File: config.mk
export PLATFORM = sky130hd
export DESIGN_NAME = csa_cell
export DESIGN_NICKNAME = d
export VERILOG_FILES = /design/src/rtl/csa_pkg.sv /design/src/rtl/csa_cell.sv
export SDC_FILE = /design/constraint.sdc
export NUM_CORES = 2
export LEC_CHECK = 0
export BUFFER_PORTS_ARGS = -buffer_cell sky130_fd_sc_hd__buf_2
export CAP_MARGIN = 30
export CORE_MARGIN = 2
export CORE_UTILIZATION = 30
export CTS_CLUSTER_SIZE = 8
export DETAILED_ROUTE_END_ITERATION = 10
export SLEW_MARGIN = 20
export SYNTH_ARGS = -nofsm -noshare
export SYNTH_HDL_FRONTEND = slang
export SYNTH_SLANG_ARGS = --single-unit
File: constraint.sdc
create_clock -name clk -period 10.8 [get_ports clk]
set_input_delay 1.08 -clock clk [delete_from_list [all_inputs] [get_ports clk]]
set_output_delay 1.08 -clock clk [all_outputs]
set_load 0.02 [all_outputs]
File: src/rtl/csa_pkg.sv
// Package for the chunklet scatter accumulator: sizes, request codes and
// the cell handoff type. No dependencies.
package csa_pkg;

	localparam int DIMS = 8;
	localparam int GROUPS = 16;
	localparam int COUNT_BITS = 16;
	localparam int DIM_W = 3;
	localparam int GRP_W = 4;
	localparam int ACC_W = 48;
	localparam int DIFF_W = 17;
	localparam int PROD_W = 34;
	localparam int MEAN_DEPTH = GROUPS * DIMS;
	localparam int MEAN_AW = $clog2(MEAN_DEPTH);

	typedef enum logic [1:0] {
		REQ_LOAD = 2'd0,
		REQ_SAMPLE = 2'd1,
		REQ_READ = 2'd2,
		REQ_CLEAR = 2'd3
	} req_t;

	typedef enum logic [1:0] {
		ST_IDLE,
		ST_ACCUM,
		ST_DIVIDE,
		ST_DONE
	} state_t;

	// One step handed down the chain of cells.
	typedef struct packed {
		logic                     en;
		logic                     clr;
		logic signed [DIFF_W-1:0] row_diff;
	} cell_ctl_t;

	localparam logic signed [ACC_W-1:0] ACC_MAX = {1'b0, {(ACC_W-1){1'b1}}};
	localparam logic signed [ACC_W-1:0] ACC_MIN = {1'b1, {(ACC_W-1){1'b0}}};

endpackage

File: src/rtl/csa_cell.sv
// One column cell of the accumulator chain: holds one column of the scatter
// matrix and multiplies its own diff by the row diff. Uses csa_pkg.
module csa_cell
	import csa_pkg::*;
(
	input  logic                     clk,
	input  logic                     arst_n,
	input  cell_ctl_t                ctl_in,
	input  logic [DIM_W-1:0]         row_sel,
	input  logic                     diff_we,
	input  logic                     diff_clr,
	input  logic signed [DIFF_W-1:0] diff_wdata,
	input  logic [DIM_W-1:0]         rd_row,
	output cell_ctl_t                ctl_out,
	output logic signed [DIFF_W-1:0] diff,
	output logic signed [ACC_W-1:0]  rd_data
);

	logic signed [DIFF_W-1:0] diff_q;
	logic signed [ACC_W-1:0] acc_q [DIMS];
	logic signed [PROD_W-1:0] prod;
	logic signed [ACC_W:0] sum;

	assign prod = ctl_in.row_diff * diff_q;
	assign sum = {acc_q[row_sel][ACC_W-1], acc_q[row_sel]}
		+ {{(ACC_W+1-PROD_W){prod[PROD_W-1]}}, prod};

	always_ff @(posedge clk or negedge arst_n) begin
		if (!arst_n) begin
			diff_q <= '0;
			ctl_out <= '0;
			for (int i = 0; i < DIMS; i++) acc_q[i] <= '0;
		end else begin
			ctl_out <= ctl_in;
			if (diff_clr) diff_q <= '0;
			else if (diff_we) diff_q <= diff_wdata;
			if (ctl_in.clr) begin
				for (int i = 0; i < DIMS; i++) acc_q[i] <= '0;
			end else if (ctl_in.en) begin
				if (sum > $signed({ACC_MAX[ACC_W-1], ACC_MAX})) acc_q[row_sel] <= ACC_MAX;
				else if (sum < $signed({ACC_MIN[ACC_W-1], ACC_MIN})) acc_q[row_sel] <= ACC_MIN;
				else acc_q[row_sel] <= sum[ACC_W-1:0];
			end
		end
	end

	assign diff = diff_q;
	assign rd_data = acc_q[rd_row];

endmodule

==> flow_summary_export.csv <==
group,metric,value,unit
layout,final_nets,4601,
floorplan,design.core.area,126000,um^2
min_path,min_path_type,"primary input to async pin",
floorplan,die_w,360,um
critical_path,path_buf_inv,9,
critical_path,worstPathRequired,11.30,ns
cts,numCtsBuffers,61,
floorplan,fp-row-count,130,
global_route,grt_pass1_wl,205000,um
cts,clk-insertion-delay-late,0.71,ns
yosys,synthArstFlopShare,100,%
critical_path,crit_type,"primary input to register",
outcome,status,"finished, final reports clean",
cts,cts_max_level,2,
drt,drtAntennaViolNets,0,
global_route,grt.total_usage,20.4,%
cts,cts_resized,0,
floorplan,boundaryPins,130,
yosys,yosysSeqAreaShare,27.6,%
timing,setup_viol,0,
placed_design,gp_congestion,0.914,
floorplan,floorplan.initialDensity,30.3,%
layout,final_layout_size_suffix_gt1_share,13.2,%
yosys,synth_fp_nets,4553,
critical_path,reg2reg_depth,21,
critical_path,reg2reg_slack,1.62,ns
drt,drc,0,
layout,synthToLayoutAreaGrowth,11.8,%
yosys,avgSynthCellArea,9.63,um^2
critical_path,reg2reg_from,"diff[5]",
cts,holdBufCountCts,0,
timing,fin_crit_sh,86.0,%
cts,root_buffer,"clkbuf_16",
timing,hold_viol_final,0,
timing,finalMaxSlewViolations,0,
yosys,yosysUniqueCellTypes,82,
yosys,synth_cells,3954,
yosys,yosys_register_bits,420,
global_route,antenna_found_initial,7,
global_route,grt_overflow,0,
critical_path,r2r_end,"acc_q[77]",
run,cap_violations,0,
timing,rsz0062_at_grt,"no",
critical_path,cp_data_arrival_time,9.78,ns
yosys,yosys_warnings,0,
cts,cts_tree,"built",
drt,vias_per_cell,5.58,
global_route,grt_pass1_vias,31992,
critical_path,slowest_stage,"a21oi_1",
yosys,synth-edff-count,0,
yosys,syn_area,38100,um^2
floorplan,dieHeight,360,um
floorplan,die_area,130000,um^2
yosys,synthFlopType,"dfrtp_1",
critical_path,crit_fanout,30,
critical_path,crit_family,"adder cells",
drt,routedWlPerCell,23.5,um
timing,min_period,9.29,ns
cts,clock_sinks,420,
drt,totalWireLength,133000,um
drt,dr.pass1.iters,6,
timing,fmax,108,MHz
critical_path,slowest_delay,0.78,ns
drt,vias,31577,
timing,slew_headroom,24.7,%
cts,cts.clk_slew.worst_paths,0.07,ns
global_route,grt_max_degree,157,
placed_design,port_buffers,129,
critical_path,startpoint_type,"primary input",
cts,cts_buffer_depth,3,
timing,timing.setup.tns,0,ns
critical_path,crit_path_frequent_cell,"inv_1",
placed_design,hpwl,94600,um
cts,cts_setup_buffers,0,
timing,skew,0.0787,ns
critical_path,endpoint_kind,"register",
drt,drt-initial-drc-count,3429,
timing,worst_slew_pin_slew,1.13,ns
## cell usage after synthesis (49+ instances only)
| library cell | number | area, um^2 |
|---|---|---|
| nand2_1 | 350 | 1310 |
| inv_1 | 629 | 2360 |
| ha_1 | 133 | 1660 |
| a32oi_1 | 64 | 561 |
| clkbuf_1 | 199 | 747 |
| o21ai_0 | 191 | 956 |
| nor2_1 | 224 | 841 |
| mux4_2 | 96 | 2160 |
| fa_1 | 420 | 8410 |
| dfrtp_1 | 420 | 10500 |
| a22oi_1 | 196 | 1470 |
| and2_1 | 142 | 888 |
| a211oi_1 | 89 | 668 |
| mux2_2 | 49 | 552 |
| nand4_1 | 55 | 344 |
| a21oi_1 | 224 | 1120 |
## cell type report
class,count,area [um^2]
Fill cell,12804,83200
Antenna cell,1,2.50
Inverter,629,2370
Clock inverter,9,105
Tap cell,1650,2060
Sequential cell,420,10500
Timing Repair Buffer,238,1720
Clock buffer,63,1540
Multi-Input combinational cell,2652,24200
## cells by family after synthesis
group           count (synthesis)  synth area share, %
compound gates                954                 16.6
simple gates                  939                 11.8
mux                           163                 7.60
xor+xnor                       43                0.989
flops                         420                 27.6
fa+ha+maj                     553                 26.5
buf+inv                       882                 8.95
## per-stage QoR
step                      std cells  hold WS [ns]  util, %  setup slack [ns]  cell area [um^2]
after floorplan                3954         0.466        -              2.44             38100
after global placement         5571         0.483     32.3             0.739             40600
after detailed placement       5579         0.493     32.4             0.980             40700
after CTS                      5651         0.321     33.7              1.65             42400
after global routing           5661         0.351     33.8              1.12             42500
final                          5662         0.327     33.8              1.51             42500
## flip-flops by register name, indices dropped and copies added (netlist names)
name / count
ctl_out: 19
acc_q: 384
diff: 17
## metal layers
metal  GRT usage, %  vias up  share of wire [%]
met3           4.59      280                9.8
met5              0        -              0.020
met4           7.40        4                3.6
met1           28.5    16223                 42
met2           30.9     1633                 44
li1               -    13437                  -
## cells in the final DEF (no fill, tap or decap), drive strengths merged, types with 14 or more instances in the layout
| master | netlist | final |
|---|---|---|
| nand2 | 350 | 350 |
| and2 | 142 | 142 |
| a211oi | 89 | 89 |
| o32a | 20 | 20 |
| xor2 | 18 | 18 |
| a21o | 14 | 14 |
| mux2 | 49 | 49 |
| a32oi | 64 | 64 |
| nor2 | 238 | 238 |
| nor2b | 24 | 24 |
| ha | 133 | 133 |
| mux2i | 18 | 18 |
| dfrtp | 420 | 420 |
| nor3 | 25 | 25 |
| clkbuf | 200 | 64 |
| xnor2 | 25 | 25 |
| inv | 629 | 630 |
| mux4 | 96 | 96 |
| a22o | 21 | 21 |
| nand4 | 57 | 57 |
| a21oi | 226 | 226 |
| nand3 | 32 | 32 |
| fa | 420 | 420 |
| buf | 53 | 237 |
| o21ai | 236 | 236 |
| a22oi | 204 | 204 |
| and3 | 34 | 34 |
## worst register-to-register path, cell delays in order, from the launching register on
cell	delay (ns)
dfrtp_1	0.83
nand2_1	0.25
fa_1	0.58
fa_1	0.82
fa_1	0.63
fa_1	0.76
inv_1	0.32
fa_1	0.59
inv_1	0.05
fa_1	0.47
inv_1	0.04
ha_1	0.52
nand4_2	0.21
nor4_1	0.43
inv_1	0.09
a2111oi_1	0.46
o31ai_2	0.15
o21ai_4	0.17
o21ai_4	0.30
buf_8	0.26
a21oi_1	0.78
o21ai_0	0.24
## how the worst max path moves through the flow
stage	from	to	slack [ns]	cells past startpoint
2_1_floorplan	ctl_in[16]	acc_q[333]	2.44	28
3_3_place_gp	row_sel[0]	acc_q[271]	0.74	27
3_5_place_dp	ctl_in[16]	acc_q[0]	0.98	25
4_1_cts	diff[5]	acc_q[9]	1.65	23
5_1_grt	diff[5]	acc_q[29]	1.12	21
6_report	row_sel[1]	acc_q[77]	1.51	28
Power is left out: the tool's default activity adds up to more than one toggle a clock period on the data nets, which glitch-free logic cannot reach.
