--- config.mk ---
export PLATFORM = sky130hd
export DESIGN_NAME = csa_divider
export DESIGN_NICKNAME = d
export VERILOG_FILES = /design/src/rtl/csa_pkg.sv /design/src/rtl/csa_divider.sv
export SDC_FILE = /design/constraint.sdc
export NUM_CORES = 1
export LEC_CHECK = 0
export ABC_AREA = 1
export BUFFER_PORTS_ARGS = -buffer_cell sky130_fd_sc_hd__buf_2
export CELL_PAD_IN_SITES_DETAIL_PLACEMENT = 1
export CELL_PAD_IN_SITES_GLOBAL_PLACEMENT = 1
export CORE_MARGIN = 3
export CORE_UTILIZATION = 43
export CTS_BUF_LIST = sky130_fd_sc_hd__clkbuf_8
export DETAILED_ROUTE_END_ITERATION = 8
export PLACE_DENSITY_LB_ADDON = 0.1
export SYNTH_ARGS = -nofsm -noshare
export SYNTH_HDL_FRONTEND = slang
export SYNTH_SLANG_ARGS = --single-unit
--- constraint.sdc ---
create_clock -name clk -period 3.1 [get_ports clk]
set_input_delay 0.93 -clock clk [delete_from_list [all_inputs] [get_ports clk]]
set_output_delay 0.93 -clock clk [all_outputs]
set_load 0.02 [all_outputs]
--- src/rtl/csa_pkg.sv ---
// Package for the chunklet scatter accumulator: sizes, request codes and
// the cell handoff type. No dependencies.
package csa_pkg;

	localparam int DIMS = 8;
	localparam int GROUPS = 16;
	localparam int COUNT_BITS = 16;
	localparam int DIM_W = 3;
	localparam int GRP_W = 4;
	localparam int ACC_W = 48;
	localparam int DIFF_W = 17;
	localparam int PROD_W = 34;
	localparam int MEAN_DEPTH = GROUPS * DIMS;
	localparam int MEAN_AW = $clog2(MEAN_DEPTH);

	typedef enum logic [1:0] {
		REQ_LOAD = 2'd0,
		REQ_SAMPLE = 2'd1,
		REQ_READ = 2'd2,
		REQ_CLEAR = 2'd3
	} req_t;

	typedef enum logic [1:0] {
		ST_IDLE,
		ST_ACCUM,
		ST_DIVIDE,
		ST_DONE
	} state_t;

	// One step handed down the chain of cells.
	typedef struct packed {
		logic                     en;
		logic                     clr;
		logic signed [DIFF_W-1:0] row_diff;
	} cell_ctl_t;

	localparam logic signed [ACC_W-1:0] ACC_MAX = {1'b0, {(ACC_W-1){1'b1}}};
	localparam logic signed [ACC_W-1:0] ACC_MIN = {1'b1, {(ACC_W-1){1'b0}}};

endpackage

--- src/rtl/csa_divider.sv ---
// Restoring divider, one quotient bit per cycle, with signed fixup and
// 32-bit saturation. Uses csa_pkg.
module csa_divider
	import csa_pkg::*;
(
	input  logic                    clk,
	input  logic                    arst_n,
	input  logic                    start,
	input  logic signed [ACC_W-1:0] dividend,
	input  logic [COUNT_BITS-1:0]   divisor,
	output logic                    done,
	output logic signed [31:0]      quotient,
	output logic                    clamped
);

	localparam int CNT_W = $clog2(ACC_W + 1);

	logic [ACC_W-1:0] quo_q;
	logic [COUNT_BITS:0] rem_q;
	logic [COUNT_BITS-1:0] den_q;
	logic neg_q, busy_q;
	logic [CNT_W-1:0] cnt_q;
	logic [COUNT_BITS:0] shifted;
	logic [ACC_W:0] sq;

	assign shifted = {rem_q[COUNT_BITS-1:0], quo_q[ACC_W-1]};

	always_ff @(posedge clk or negedge arst_n) begin
		if (!arst_n) begin
			busy_q <= 1'b0;
			done <= 1'b0;
			cnt_q <= '0;
			neg_q <= 1'b0;
			quo_q <= '0;
			rem_q <= '0;
			den_q <= '0;
		end else begin
			done <= 1'b0;
			if (start) begin
				busy_q <= 1'b1;
				cnt_q <= CNT_W'(ACC_W);
				neg_q <= dividend[ACC_W-1];
				quo_q <= dividend[ACC_W-1] ? ACC_W'(-dividend) : dividend;
				rem_q <= '0;
				den_q <= divisor;
			end else if (busy_q) begin
				if (shifted >= {1'b0, den_q}) begin
					rem_q <= shifted - {1'b0, den_q};
					quo_q <= {quo_q[ACC_W-2:0], 1'b1};
				end else begin
					rem_q <= shifted;
					quo_q <= {quo_q[ACC_W-2:0], 1'b0};
				end
				cnt_q <= cnt_q - 1'b1;
				if (cnt_q == CNT_W'(1)) begin
					busy_q <= 1'b0;
					done <= 1'b1;
				end
			end
		end
	end

	always_comb begin
		sq = neg_q ? -{1'b0, quo_q} : {1'b0, quo_q};
		clamped = 1'b0;
		quotient = sq[31:0];
		if ($signed(sq) > $signed({{(ACC_W-31){1'b0}}, {31{1'b1}}})) begin
			quotient = 32'h7fff_ffff;
			clamped = 1'b1;
		end else if ($signed(sq) < $signed({{(ACC_W-31){1'b1}}, 1'b1, 31'd0}) ) begin
			quotient = 32'h8000_0000;
			clamped = 1'b1;
		end
	end

endmodule

==> run_results.csv <==
group,metric,value,unit
run_status,outcome,"finished with violations",
run_status,violations,"negative setup slack",
setup_path,crit_path_frequent_cell,"nand2_1",
layout,final_cell_area,0.0101,mm²
die,die_x,143,µm
routing,drt_wl_total,32000,µm
sta,min_period,3.79,ns
power_and_ir_drop,p_sw,0.00235,W
setup_path,cp_num_buf_inv,2,
place,io_buffers,100,
logic_synthesis,syn_area,0.00812,mm²
power_and_ir_drop,p_int,0.00270,W
grt,antenna_found_initial,0,
layout,fin_nets,1557,
sta,fmax,264,MHz
logic_synthesis,syn_nets,1402,
layout,fill_cells,2532,
logic_synthesis,synth_cell_type_count,41,
power_and_ir_drop,power_density,500,mW/mm²
routing,wl_per_cell,18.8,µm
grt,busiest_layer,"met1",
setup_path,worst_ep_required_time,2.17,ns
die,die-area,0.0206,mm²
sta,finalSetupViolCount,33,
setup_path,crit_family,"simple AND/OR/NAND/NOR gates",
routing,drc,0,
grt,overflow,0,
sta,rsz0062_at_grt,"yes",
logic_synthesis,avgSynthCellArea,6.18,µm²
sta,fin_worst_skew,0.0142,ns
clocking,htreeDepth,3,
clocking,cts-buffers-inserted,9,
logic_synthesis,yosysWarnings,0,
routing,drtAntennaViolNets,0,
die,die_y,143,µm
sta,timing.final.crit_share,1.22,
routing,viasPerCell,5.59,
logic_synthesis,syn_inst,1314,
setup_path,max_stage_delay,0.44,ns
clocking,ctsRootBufferMaster,"clkbuf_8",
setup_path,end_kind,"output pin",
die,initial_core_util,0.444,
layout,num_antenna_cells,0,
setup_path,path_class,"reg2out",
power_and_ir_drop,p_comb_frac,0.528,
power_and_ir_drop,clockPowerShare,0.160,
power_and_ir_drop,ir_worst_vdd,273,µV
layout,utilization,0.552,
place,dpl_worst_slack,-0.205,ns
setup_path,path_cells,"nor2_1 -> nand2_1 -> nor2_1 -> nand3_2 -> nand2_4 -> nand3_1 -> nand2_1 -> nand2_1 -> nor2_1 -> nand4_1 -> nand2_4 -> buf_12 -> nand2_1 -> nand2_1 -> buf_6",
clocking,clk_pin_slew_worst_paths,0.11,ns
clocking,hold_buffers,0,
place,dpl.hpwl,23700,µm
sta,layout_setup_ws,-0.694,ns
sta,whs,0.520,ns
logic_synthesis,synth_edf_count,0,
grt,grt_util_met2,0.441,
clocking,cts_tree,"yes",
die,ios,101,
grt,grt_use_met1,0.450,
logic_synthesis,async_flop_share,1.00,
grt,grt_use_met3,0.0353,
routing,drtPass1Iterations,5,
clocking,clk_latency,0.38,ns
die,coreArea,0.0183,mm²
grt,grt_pass1_vias,8955,
sta,worst_pin_slew,0.632,ns
logic_synthesis,synth-main-ff-cell,"dfrtp_1",
sta,hold_viol_final,0,
die,placementRows,49,
logic_synthesis,synth-seq-cells,89,
power_and_ir_drop,p_sw_frac,0.465,
setup_path,arrival,2.86,ns
power_and_ir_drop,power_frac_seq,0.312,
setup_path,worst_setup_path_start_kind,"flop",
power_and_ir_drop,leakage,5.03,nW
grt,grt_max_degree,90,
layout,drive_above_1_share,0.210,
routing,num_vias,9512,
clocking,clockBufferDepth,2,
logic_synthesis,synth_seq_area_share,0.274,
layout,syn2layout_area_growth,24.2,%
sta,slew_headroom,0.576,
grt,grtUsageTotal,0.290,
min_path,hold_path_class,"reg2reg",
sta,slew_viol_final,0,
place,place.gp.congestion,0.930,
setup_path,cp_slowest_cell,"dfrtp_1",
setup_path,crit_fanout,8,
job,maxCapViolations,0,
place,placed_cell_area,0.00929,mm²
clocking,cts_sinks,89,
routing,drt_iter0_markers,755,
grt,grt_pass1_wl,47500,µm
## cell type report
cell class	count	area, µm²	area share
multi-input combinational	1033	5360	0.532
sequential	89	2240	0.222
timing repair buffer	191	1460	0.145
inverter	145	544	0.0540
tap	229	287	0.0284
clock buffer	9	124	0.0123
clock inverter	7	67.6	0.00670
## path summary, 6_finish.rpt
kind | from | end | slack, ns | depth (start not counted)
worst max-delay path | quo_q[13]$_DFFE_PN0P_ | quotient[17] | -0.69 | 15
worst min-delay path | cnt_q[2]$_DFFE_PN0P_ | cnt_q[2]$_DFFE_PN0P_ | 0.52 | 1
worst max register to register | rem_q[1]$_DFFE_PN0P_ | rem_q[1]$_DFFE_PN0P_ | 0.32 | 13
worst min register to register | cnt_q[2]$_DFFE_PN0P_ | cnt_q[2]$_DFFE_PN0P_ | 0.52 | 1
max in group asynchronous | arst_n | busy_q$_DFF_PN0_ | 2.09 | 2
min in group asynchronous | arst_n | quo_q[10]$_DFFE_PN0P_ | 0.57 | 2
## cells in the mapped netlist, types with 2 or more instances
cell | instances | area share
a21o_1 | 2 | 0.0018
inv_2 | 2 | 0.00093
nand4_1 | 29 | 0.022
nand2_1 | 424 | 0.20
nand3_1 | 62 | 0.038
nor4_1 | 5 | 0.0039
nor2_1 | 171 | 0.079
o221ai_1 | 8 | 0.0086
clkbuf_1 | 28 | 0.013
xnor2_1 | 16 | 0.017
nor2_2 | 4 | 0.0031
buf_1 | 5 | 0.0023
o22ai_1 | 7 | 0.0054
nand2_2 | 10 | 0.0077
nor2_4 | 4 | 0.0055
buf_6 | 6 | 0.0083
dfrtp_1 | 89 | 0.27
inv_1 | 141 | 0.065
clkinv_1 | 2 | 0.00093
a21oi_1 | 32 | 0.020
a31oi_1 | 2 | 0.0015
ha_1 | 20 | 0.031
xor2_1 | 65 | 0.070
o21ai_0 | 124 | 0.076
nor3_1 | 12 | 0.0074
o21ai_1 | 5 | 0.0031
o21bai_1 | 3 | 0.0028
o211ai_1 | 16 | 0.015
buf_2 | 8 | 0.0049
## power groups by stage
stage          logic [W]  registers, W  clock network [W]
6_report         0.00266       0.00158           0.000808
5_1_grt          0.00296       0.00159           0.000886
4_1_cts          0.00245       0.00154           0.000828
3_5_place_dp     0.00238       0.00156                  0
3_3_place_gp     0.00230       0.00155                  0
2_1_floorplan    0.00161       0.00150                  0
## timing repair
item                                    in CTS  in global routing
endpoints found under the hold margin        0                  0
resized for setup                           22                126
setup buffers                                6                  6
gates cloned                                 1                  4
pin swaps                                    1                 19
endpoints found under the setup margin      33                 34
## state kept, by name, summed over array words and instances, names as in the netlist
signal	cells
busy_q	1
cnt_q	6
den_q	16
done	1
neg_q	1
quo_q	48
rem_q	16
## cell usage in the layout, fill, tap and decap left out, types with 4 or more instances in the layout
cell | synthesis | final
a21oi_1 | 32 | 32
buf_12 | 0 | 5
buf_2 | 8 | 67
buf_4 | 0 | 96
buf_6 | 6 | 19
clkbuf_8 | 0 | 9
dfrtp_1 | 89 | 78
dfrtp_2 | 0 | 11
ha_1 | 20 | 19
inv_1 | 141 | 139
inv_2 | 2 | 4
nand2_1 | 424 | 396
nand2_2 | 10 | 34
nand2_4 | 0 | 4
nand3_1 | 62 | 60
nand4_1 | 29 | 29
nor2_1 | 171 | 137
nor2_2 | 4 | 30
nor2_4 | 4 | 12
nor3_1 | 12 | 12
nor4_1 | 5 | 5
o211ai_1 | 16 | 16
o21ai_0 | 124 | 122
o21ai_1 | 5 | 5
o221ai_1 | 8 | 8
o22ai_1 | 7 | 7
xnor2_1 | 16 | 16
xor2_1 | 65 | 65
## metal layers
layer  routed length (µm)  share of wire  vias to the layer above
li1                     -              -                     4524
met1                15100           0.47                     4589
met2                14300           0.45                      346
met3                 2000          0.063                       53
met4                  569          0.018                        0
met5                    0              0                        -
## worst reg2reg max path, stage by stage (launching register included)
cell and delay, ns:
dfrtp_1 0.41, ha_1 0.36, nand2_1 0.15, o21ai_1 0.33
a41oi_1 0.28, inv_1 0.12, nand2_1 0.07, nand2_1 0.07
nand2_1 0.08, nand2_1 0.24, buf_4 0.28, nand2_1 0.08
o211ai_1 0.13, nand2_1 0.08
## kinds of logic after synthesis
family | synth area share
AOI/OAI and AO/OA | 0.142
xor gates and xnor gates | 0.0874
adders and majority gates | 0.0333
buffers and inverters | 0.0956
DFF | 0.274
and+or+nand+nor | 0.368
## stage by stage
step | instances | TNS (ns) | power [W]
6_report | 1703 | -21.22 | 0.00505
5_1_grt | 1703 | -28.08 | 0.00544
4_1_cts | 1694 | -16.90 | 0.00482
3_5_place_dp | 1671 | -5.80 | 0.00394
3_3_place_gp | 1671 | -2.55 | 0.00385
2_1_floorplan | 1314 | 0 | 0.00311
(Power assumes the default switching activity.)
